### src/rtl/txrb_pkg.sv
// ----------------------------------------------------------------------------
// txrb_pkg
// Shared types and codes for the transmit ring buffer chunker.
// ----------------------------------------------------------------------------
package txrb_pkg;

  // item operation codes
  typedef enum logic [1:0] {
    OP_BEGIN = 2'd0,
    OP_BYTE  = 2'd1,
    OP_DONE  = 2'd2,
    OP_READ  = 2'd3
  } op_t;

  // result status codes
  typedef enum logic [1:0] {
    STATUS_OK      = 2'd0,
    STATUS_DROPPED = 2'd1,
    STATUS_IGNORED = 2'd2
  } status_t;

  // message admission state
  typedef enum logic [1:0] {
    MODE_NONE  = 2'd0,
    MODE_ADMIT = 2'd1,
    MODE_DROP  = 2'd2
  } mode_t;

  localparam int MsgLenW   = 16;
  localparam int ByteW     = 8;
  localparam int ReadAddrW = 9;
  localparam int XferAddrW = 9;
  localparam int XferCntW  = 10;
  localparam int DropW     = 32;

endpackage

### src/rtl/tx_ring_buffer_dma_chunker.sv
// ----------------------------------------------------------------------------
// tx_ring_buffer_dma_chunker
// Byte ring buffer that admits whole messages and hands out contiguous
// transfer chunks to a transmitter.
// ----------------------------------------------------------------------------
// Every item gives one result. The block takes one item per clock cycle while
// the output is not stalled; the item sits in an input register while the
// pointer and space logic works on it, and the result lands in an output
// register. The byte store is a RAM whose read is issued as the item is
// taken, so stored-byte reads keep the same one-per-cycle rate; a
// byte written by the item just ahead is forwarded around the RAM. A begin item
// admits its message only if the free space (depth minus used minus one) is at
// least its length, else the length is added to a wrapping drop total and its
// bytes are ignored. A transfer starts when an admitted message completes or is
// cut short by a new begin, and after each transfer done, if no transfer is in
// flight; it covers the run from the tail to the head or to the buffer's end.
// The byte store is not cleared at reset; reading an unwritten offset returns
// an arbitrary byte.
module tx_ring_buffer_dma_chunker
  import txrb_pkg::*;
#(
  parameter int BUF_DEPTH = 512
) (
  input  logic                 clk,
  input  logic                 rst,
  // input channel
  input  logic                 in_valid,
  output logic                 in_stall,
  input  logic [1:0]           operation,
  input  logic [MsgLenW-1:0]   msg_len,
  input  logic [ByteW-1:0]     data_byte,
  input  logic [ReadAddrW-1:0] read_addr,
  // output channel
  output logic                 out_valid,
  input  logic                 out_stall,
  output logic [1:0]           status,
  output logic                 xfer_start,
  output logic [XferAddrW-1:0] xfer_addr,
  output logic [XferCntW-1:0]  xfer_count,
  output logic [ByteW-1:0]     read_data,
  output logic [DropW-1:0]     drop_total
);

  localparam int AW = $clog2(BUF_DEPTH);
  localparam int CW = $clog2(BUF_DEPTH + 1);
  localparam logic [AW:0]   DepthW = (AW + 1)'(BUF_DEPTH);
  localparam logic [AW-1:0] LastPtr = AW'(BUF_DEPTH - 1);

  // pipeline control
  logic advance, in_fire, s1_fire;
  logic s1_valid;

  // input register
  op_t                  s1_op;
  logic [MsgLenW-1:0]   s1_len;
  logic [ByteW-1:0]     s1_byte;
  logic [ReadAddrW-1:0] s1_raddr;

  // ring state
  logic [AW-1:0]      write_ptr, write_ptr_next;
  logic [AW-1:0]      read_ptr, read_ptr_next;
  logic [CW-1:0]      inflight_count, inflight_count_next;
  logic               xfer_busy, xfer_busy_next;
  logic [DropW-1:0]   dropped_bytes, dropped_bytes_next;
  logic [MsgLenW-1:0] bytes_pending, bytes_pending_next;
  mode_t              msg_mode, msg_mode_next;

  // ram and forwarding
  logic             ram_we;
  logic [AW-1:0]    ram_raddr;
  logic [ByteW-1:0] ram_rdata;
  logic             byp_hit;
  logic [ByteW-1:0] byp_data;
  logic [ByteW-1:0] s1_rdata;

  // start logic
  logic          start_req;
  logic [AW-1:0] wp_eff, rp_eff;
  logic          busy_eff;
  logic          start_ok;
  logic [CW-1:0] start_len;

  // space and pointer arithmetic
  logic [AW:0]   used_space, free_space;
  logic [AW:0]   rp_sum;
  logic [AW-1:0] rp_adv, wp_inc;

  // result values
  status_t          res_status;
  logic [ByteW-1:0] res_rdata;

  assign advance  = !out_valid || !out_stall;
  assign s1_fire  = s1_valid && advance;
  assign in_stall = s1_valid && !advance;
  assign in_fire  = in_valid && !in_stall;

  // input register and valid tracking
  always_ff @(posedge clk) begin
    if (rst) begin
      s1_valid <= 1'b0;
    end else if (in_fire) begin
      s1_valid <= 1'b1;
    end else if (s1_fire) begin
      s1_valid <= 1'b0;
    end
  end

  always_ff @(posedge clk) begin
    if (in_fire) begin
      s1_op    <= op_t'(operation);
      s1_len   <= msg_len;
      s1_byte  <= data_byte;
      s1_raddr <= read_addr;
    end
  end

  // byte store, read issued on transfer in
  assign ram_raddr = AW'(read_addr);
  assign ram_we    = s1_fire && (s1_op == OP_BYTE) && (msg_mode == MODE_ADMIT);

  txrb_ram #(
    .WIDTH(ByteW),
    .DEPTH(BUF_DEPTH)
  ) u_store (
    .clk  (clk),
    .we   (ram_we),
    .waddr(write_ptr),
    .wdata(s1_byte),
    .re   (in_fire),
    .raddr(ram_raddr),
    .rdata(ram_rdata)
  );

  // forward a write that collides with the read taken on the same edge
  always_ff @(posedge clk) begin
    if (rst) begin
      byp_hit <= 1'b0;
    end else if (in_fire) begin
      byp_hit <= ram_we && (write_ptr == ram_raddr);
    end
  end

  always_ff @(posedge clk) begin
    if (in_fire) begin
      byp_data <= s1_byte;
    end
  end

  assign s1_rdata = byp_hit ? byp_data : ram_rdata;

  // occupancy and pointer steps
  always_comb begin
    if (write_ptr >= read_ptr) begin
      used_space = {1'b0, write_ptr} - {1'b0, read_ptr};
    end else begin
      used_space = {1'b0, write_ptr} + DepthW - {1'b0, read_ptr};
    end
    free_space = DepthW - (AW + 1)'(1) - used_space;
    wp_inc     = (write_ptr == LastPtr) ? '0 : write_ptr + AW'(1);
    rp_sum     = {1'b0, read_ptr} + (AW + 1)'(inflight_count);
    rp_adv     = (rp_sum >= DepthW) ? AW'(rp_sum - DepthW) : AW'(rp_sum);
  end

  // message state next value
  always_comb begin
    msg_mode_next      = msg_mode;
    bytes_pending_next = bytes_pending;
    dropped_bytes_next = dropped_bytes;
    write_ptr_next     = write_ptr;
    start_req          = 1'b0;
    res_status         = STATUS_OK;
    unique case (s1_op)
      OP_BEGIN: begin
        start_req          = (msg_mode == MODE_ADMIT);
        msg_mode_next      = MODE_NONE;
        bytes_pending_next = s1_len;
        if (s1_len != '0) begin
          if ((MsgLenW + 1)'(free_space) < (MsgLenW + 1)'(s1_len)) begin
            dropped_bytes_next = dropped_bytes + DropW'(s1_len);
            msg_mode_next      = MODE_DROP;
            res_status         = STATUS_DROPPED;
          end else begin
            msg_mode_next = MODE_ADMIT;
          end
        end
      end
      OP_BYTE: begin
        if (msg_mode == MODE_ADMIT) begin
          write_ptr_next     = wp_inc;
          bytes_pending_next = bytes_pending - MsgLenW'(1);
          if (bytes_pending == MsgLenW'(1)) begin
            msg_mode_next = MODE_NONE;
            start_req     = 1'b1;
          end
        end else begin
          res_status = STATUS_IGNORED;
          if (msg_mode == MODE_DROP) begin
            bytes_pending_next = bytes_pending - MsgLenW'(1);
            if (bytes_pending == MsgLenW'(1)) begin
              msg_mode_next = MODE_NONE;
            end
          end
        end
      end
      OP_DONE: begin
        if (xfer_busy) begin
          start_req = 1'b1;
        end else begin
          res_status = STATUS_IGNORED;
        end
      end
      OP_READ: begin
        if (32'(s1_raddr) >= 32'(BUF_DEPTH)) begin
          res_status = STATUS_IGNORED;
        end
      end
      default: begin
        res_status = STATUS_IGNORED;
      end
    endcase
  end

  // transfer start, seen against the pointers this item leaves
  always_comb begin
    wp_eff   = write_ptr_next;
    rp_eff   = read_ptr;
    busy_eff = xfer_busy;
    if (s1_op == OP_DONE && xfer_busy) begin
      rp_eff   = rp_adv;
      busy_eff = 1'b0;
    end
    start_ok = start_req && !busy_eff && (wp_eff != rp_eff);
    if (wp_eff > rp_eff) begin
      start_len = CW'(wp_eff - rp_eff);
    end else begin
      start_len = CW'(DepthW - {1'b0, rp_eff});
    end
    read_ptr_next       = rp_eff;
    xfer_busy_next      = busy_eff;
    inflight_count_next = busy_eff ? inflight_count : '0;
    if (start_ok) begin
      xfer_busy_next      = 1'b1;
      inflight_count_next = start_len;
    end
    res_rdata = '0;
    if (s1_op == OP_READ && res_status == STATUS_OK) begin
      res_rdata = s1_rdata;
    end
  end

  // ring state registers, committed as the item leaves the input register
  always_ff @(posedge clk) begin
    if (rst) begin
      write_ptr      <= '0;
      read_ptr       <= '0;
      inflight_count <= '0;
      xfer_busy      <= 1'b0;
      dropped_bytes  <= '0;
      bytes_pending  <= '0;
      msg_mode       <= MODE_NONE;
    end else if (s1_fire) begin
      write_ptr      <= write_ptr_next;
      read_ptr       <= read_ptr_next;
      inflight_count <= inflight_count_next;
      xfer_busy      <= xfer_busy_next;
      dropped_bytes  <= dropped_bytes_next;
      bytes_pending  <= bytes_pending_next;
      msg_mode       <= msg_mode_next;
    end
  end

  // output register
  always_ff @(posedge clk) begin
    if (rst) begin
      out_valid <= 1'b0;
    end else if (advance) begin
      out_valid <= s1_valid;
    end
  end

  always_ff @(posedge clk) begin
    if (s1_fire) begin
      status     <= res_status;
      xfer_start <= start_ok;
      xfer_addr  <= start_ok ? XferAddrW'(rp_eff) : '0;
      xfer_count <= start_ok ? XferCntW'(start_len) : '0;
      read_data  <= res_rdata;
      drop_total <= dropped_bytes_next;
    end
  end

endmodule

### src/rtl/txrb_ram.sv
// ----------------------------------------------------------------------------
// txrb_ram
// Generic single-write, single-read RAM with registered read data.
// ----------------------------------------------------------------------------
module txrb_ram #(
  parameter int WIDTH = 8,
  parameter int DEPTH = 512,
  localparam int AddrW = $clog2(DEPTH)
) (
  input  logic             clk,
  input  logic             we,
  input  logic [AddrW-1:0] waddr,
  input  logic [WIDTH-1:0] wdata,
  input  logic             re,
  input  logic [AddrW-1:0] raddr,
  output logic [WIDTH-1:0] rdata
);

  logic [WIDTH-1:0] mem [DEPTH];

  // write port
  always_ff @(posedge clk) begin
    if (we) begin
      mem[waddr] <= wdata;
    end
  end

  // registered read port, old data on a same-address collision
  always_ff @(posedge clk) begin
    if (re) begin
      rdata <= mem[raddr];
    end
  end

endmodule
### config.mk
export PLATFORM = sky130hd
export DESIGN_NAME = tx_ring_buffer_dma_chunker
export DESIGN_NICKNAME = d
export VERILOG_FILES = /design/src/rtl/txrb_pkg.sv /design/src/rtl/tx_ring_buffer_dma_chunker.sv /design/src/rtl/txrb_ram.sv
export SDC_FILE = /design/constraint.sdc
export NUM_CORES = 2
export LEC_CHECK = 0
export BUFFER_PORTS_ARGS = -buffer_cell sky130_fd_sc_hd__clkbuf_2
export CAP_MARGIN = 20
export CELL_PAD_IN_SITES_DETAIL_PLACEMENT = 2
export CELL_PAD_IN_SITES_GLOBAL_PLACEMENT = 2
export CORE_MARGIN = 5
export CORE_UTILIZATION = 40
export DETAILED_ROUTE_END_ITERATION = 8
export PLACE_DENSITY_LB_ADDON = 0.1
export SLEW_MARGIN = 10
export SYNTH_ARGS = -nofsm -noshare
export SYNTH_HDL_FRONTEND = slang
export SYNTH_SLANG_ARGS = --single-unit
### constraint.sdc
create_clock -name clk -period 17.4 [get_ports clk]
set_input_delay 3.48 -clock clk [delete_from_list [all_inputs] [get_ports clk]]
set_output_delay 3.48 -clock clk [all_outputs]
set_load 0.02 [all_outputs]
### After elaboration in Yosys (flattened, before gate mapping)

Memories as Yosys holds them, arrays and structs flattened. A register that Yosys moved wholly into a read port is not among the register bits.
Index checks and enable logic that the tools add are counted.

* add/subtract/negate cells: 11
* $lt $le $gt $ge: 4
* equal/unequal tests: 11
* mux-type cells: 37
* reduce and logical (&&, ||, !) cells: 23

Operators by type and width (count)
* 32-bit 2-to-1 mux: 3
* 9-bit 2-to-1 mux: 5
* 10-bit 2-to-1 mux: 4
* 32-bit by 16-bit adder with 32-bit output: 1
* 16-bit 2-to-1 mux: 2
* 16-bit case mux with 2 select lines: 1
* 9-bit by 9-bit subtractor with 10-bit output: 2
* 16-bit by 1-bit == test with 1-bit output, second input constant: 1
* 10-bit by 16-bit < comparator with 1-bit output: 1
* 16-bit nonzero test: 1
* 16-bit by 1-bit subtractor with 16-bit output, second input constant: 1
* 2-bit 2-to-1 mux: 7
* 1-bit 2-to-1 mux: 11
* 9-bit by 10-bit adder with 10-bit output: 1
* 9-bit by 10-bit adder with 10-bit output, second input constant: 1
* 10-bit >= comparator, second input constant: 1
* 1-bit logical AND: 10
* 10-bit by 9-bit subtractor with 10-bit output: 1
* 10-bit by 9-bit subtractor with 10-bit output, first input constant: 1
* 9-bit by 10-bit subtractor with 10-bit output, first input constant: 1
* 9-bit by 1-bit adder with 9-bit output, second input constant: 1
* 9-bit == test: 1
* 9-bit == test, second input constant: 1
* 9-bit >= comparator: 1
* other kinds (17): 26

* register bits after elaboration: 178
* memory bits (writable): 4096
* input port bits: 39
* output and inout bits: 64
* memories: 1

Memories
* u_store.mem: words 512, width 8, rd ports 1, clocked after memory_dff 1, wr ports 1, line txrb_ram.sv:19 `logic [WIDTH-1:0] mem [DEPTH];`

### Longest topological paths before layout

* depth in word-level cells: 10
* gate-level depth with buffers: 22

### Hierarchy

Synthesis repeated with hierarchy kept, for this count alone.

* cells, all modules: 9059
* area total of the unflattened synthesis: 169913.0 sq um

By module, submodules not included
* txrb_ram: instances 1, cells an instance 8030, area each 160007.2 sq um, sequential area each 123238.2 sq um
* tx_ring_buffer_dma_chunker: instances 1, cells an instance 1029, area each 9905.8 sq um, sequential area each 4504.3 sq um

### Least setup slack after synthesis

OpenSTA, ideal clock, no wires.

* kind: register to register
* start point: register s1_byte[0]
* end point: register byp_data[0], data pin
* setup time: 1.438 ns
* arrival time: 6.169 ns
* required time: 15.962 ns
* path slack: 9.793 ns
* stages on the path, launching flop included: 1
* path through: edfxtp_1

RTL lines
* start: declaration: line tx_ring_buffer_dma_chunker.sv:56 `logic [ByteW-1:0] s1_byte;`
* start signal: assignment: line tx_ring_buffer_dma_chunker.sv:112 `s1_byte <= data_byte;`
* end signal: assignment: line tx_ring_buffer_dma_chunker.sv:145 `byp_data <= s1_byte;`
* end: declaration: line tx_ring_buffer_dma_chunker.sv:73 `logic [ByteW-1:0] byp_data;`

No word-level cell between the ends.

==> impl_results.md <==
* Buffering stage count on the worst path with inverters included at 5
* Highest-count cells in the layout ignoring fill and taps: 4200 x edfxtp_1, 932 x mux4_2, 764 x nor2_1
* Reg clk slew, reported paths at 0.06 ns
* Kind of capture point of the worst setup path: register
* Final Power at 22.26 mW
* Slew headroom at 0.02749
* Most common library cell in the layout ignoring fill and taps: edfxtp_1
* Crit path launch type: primary input
* Fraction of synthesized area in multiplexers at 0.1435
* Number of cell rows at 238
* Yosys warning count at 0
* Layout area overhead at 12.94%
* Post-Syn Area per Cell at between 15 and 20 um2
* Number of optimization iterations in the first detailed-route pass at 5
* Via density at 6.036
* Number of clock buffers inserted by TritonCTS at 465
* Deepest clock path buffer count at 4
* Part of the Yosys area used for sequential elements at 0.7568
* Total detailed-routing wirelength at 567300 um
* Cell Count Post-Placement at between 10000 and 15000
* Detail Placement HPWL at 348900 um
* Number of clock sinks at 4281
* Antenna Nets Post-Route at 0
* Predominant post-synthesis flop cell: edfxtp_1
* Net count of the mapped netlist at between 8000 and 9000
* CP most frequent cell: buf_12
* Parity-gate share of the synthesized area counting xor and xnor cells at 0.003840
* CTS tree: yes
* Total die area at 435100 um2
* Last weighted congestion value of the routability-driven placer at 0.7990
* CTS Root Cell: clkbuf_16
* Wire length of the first global-routing pass at between 700000 and 800000 um
* Class of the worst hold path: register to register
* Final worst clock skew at approximately 0.062 ns
* Io pins at 103
* Area fraction in compound gates after synthesis at 0.03682
* Slowest library cell on the worst path: a2111oi_1
* Post-synthesis async set-or-reset flop share at 0
* Number of port buffers at 102
* Final global-route overflow total at 0
* Synthesized netlist cell count at 8584
* Hold violation total from the final report at 0
* Shortest clock period the worst path allows after layout at 8.630 ns
* Pin count of the biggest net entering global routing at 197
* Unrepaired setup endpoints after global routing: false
* Summed negative setup slack over all endpoints at 0 ns
* Critical path's top delay family: compound AO/OA/AOI/OAI gates
* Share of final-layout standard cells stronger than drive strength 1 at 0.2215
* Number of setup buffers added after CTS at 0
* Count of hold-fix buffers inserted at cts at 0
* Finish-stage setup viols at 0
* Critical-path maximum fanout at 54
* Final nets at 8970
* Max rail drop VDD at 83.39 uV
* Yosys reg bits at 4281
* Arrival @ worst endpoint at 9.32 ns
* Number of levels the H-tree was split into at 5
* Standard cell area after detailed placement at approximately 180000 um2
* Clock Latency Late Sink at 1.00 ns
* Pwr Density at 116.8 nW/um2
* Max Clk Rate at 115.9 MHz
* Via count at 90070
* Cell-by-cell trace of the critical path: buf_8 -> buf_4 -> inv_8 -> buf_12 -> buf_12 -> nand2_1 -> a2111oi_1 -> o41ai_1 -> a31oi_1 -> o31a_1 -> or3_1 -> o221ai_1
* Aggregate global-route resource usage at 0.2576
* Max-slew violation count at 0
* Post-synth EDFFs at 4200
* Main combinational cell family by area after synthesis: multiplexers
* Non-filler cells, final at 14920
* Total of max-cap violations at 0
* Leakage dissipation at 59.39 nW
* Vias in the first global route at 95640
* Number of antenna violations at the first check in global routing at between 40 and 50
* Number of DRC violations after detailed routing at 0
* Final design area excluding fillers at 190600 um2
* Detailed Route Iter0 Violations at 9566
* Delay of the slowest cell on the worst path at about 1.2 ns
* Initial cell density of the core at 0.4014
* Average wire per cell in the routed design at 38.02 um
* Result of the run: completed
* Die boundary height at about 660 um
* Arithmetic-cell share of the synthesized area counting full adders, half adders and majority gates at 0.004848
* Count of cell types in the netlist at 84
* Simple logic cell fraction of the synthesized area at 0.03561
* Floorplan Core Area at 420500 um2
* Worst-margin pin slew at 1.459 ns
* Post-route worst hold slack at about 0.48 ns
* Final period utilization at 0.4960
* Data required time of the worst path at 18.09 ns
* Horizontal die dimension at 659.6 um
* Type of the worst setup path: primary input to register
* Synth Cell Area at between 150000 and 200000 um2
* Resized cells post-CTS at 0
[cells in the mapped netlist, types with 25 or more instances]
library cell / count / share of area
mux2i_1: 246 / 0.015
a21oi_1: 164 / 0.0049
o221ai_1: 58 / 0.0030
a22oi_1: 68 / 0.0030
nor4_1: 25 / 0.00093
mux2_2: 69 / 0.0046
nor3_1: 49 / 0.0015
buf_2: 143 / 0.0042
o22ai_1: 119 / 0.0044
nand3_1: 58 / 0.0017
a211oi_1: 68 / 0.0030
nor2_1: 773 / 0.017
mux4_2: 932 / 0.12
o21ai_0: 176 / 0.0052
buf_6: 65 / 0.0043
nand2_1: 349 / 0.0078
a31oi_1: 45 / 0.0017
ha_1: 59 / 0.0044
xor2_1: 30 / 0.0016
nand4_1: 28 / 0.0010
a221oi_1: 55 / 0.0029
inv_1: 48 / 0.0011
edfxtp_1: 4200 / 0.75
nor2b_1: 30 / 0.0011
clkbuf_1: 223 / 0.0050
and3_1: 29 / 0.0011
dfxtp_1: 81 / 0.0096
xnor2_1: 44 / 0.0023
buf_4: 63 / 0.0028
[tightest hold or removal path, cell delays in order (launching register included)]
cell and delay (ns):
dfxtp_1 0.31, nand2_1 0.06, a21oi_1 0.06
[report_power, final]
part,internal (mW),switching [mW]
Combinational,0.366,0.840
Sequential,11.3,0.0269
Clock,5.51,4.17
Total,17.2,5.04
[cell type report]
class,instances,area (um2)
Multi-Input combinational cell,3730,38280
Clock buffer,587,12310
Timing Repair Buffer,338,2650
Clock inverter,271,2337
Sequential cell,4281,127700
Tap cell,5640,7057
Fill cell,38050,229800
Inverter,52,206.4
Antenna cell,24,60.06
[metrics by stage]
| step | utilization | worst slack, ns |
|---|---|---|
| global route | 0.4533 | 8.853 |
| CTS | 0.4531 | 8.883 |
| detailed placement | 0.4182 | 7.843 |
| finish | 0.4534 | 8.770 |
| floorplan | - | 9.793 |
| global placement | 0.4181 | 7.795 |
[worst paths after layout]
kind / to / slack, ns / startpoint / depth (start not counted)
worst max-delay path: u_store.rdata[3]$_DFFE_PP_ / 8.77 / read_addr[4] / 12
worst min-delay path: inflight_count[0]$_SDFFE_PP0P_ / 0.48 / inflight_count[0]$_SDFFE_PP0P_ / 2
worst max register to register: inflight_count[5]$_SDFFE_PP0P_ / 11.68 / write_ptr[5]$_SDFFE_PP0P_ / 18
worst min register to register: inflight_count[0]$_SDFFE_PP0P_ / 0.48 / inflight_count[0]$_SDFFE_PP0P_ / 2
[routing by layer]
metal	vias to the layer above	part of all wire	global-route usage
met5	-	0.000093	0
met4	8	0.032	0.07621
met3	773	0.064	0.03881
met2	3399	0.48	0.4157
met1	50040	0.42	0.3646
li1	35850	-	-
[state kept, by name, indices dropped and copies added (netlist names), 2 cells and up]
register,cells
msg_mode,2
s1_byte,8
s1_len,16
u_store.rdata,8
u_store.mem,4096
bytes_pending,16
byp_data,8
dropped_bytes,32
write_ptr,9
inflight_count,9
s1_op,2
xfer_addr,9
status,2
read_ptr,9
xfer_count,10
read_data,8
drop_total,32
[logic make-up (layout without fill, tap and decap cells)]
logic type	after synthesis	count (layout)
xor gates and xnor gates	74	74
other	0	24
buffers and inverters	573	1248
muxes	1247	1247
DFF	4281	4281
adders and majority gates	63	63
AOI/OAI and AO/OA	925	925
and+or+nand+nor	1421	1421
(Power assumes the default switching activity.)
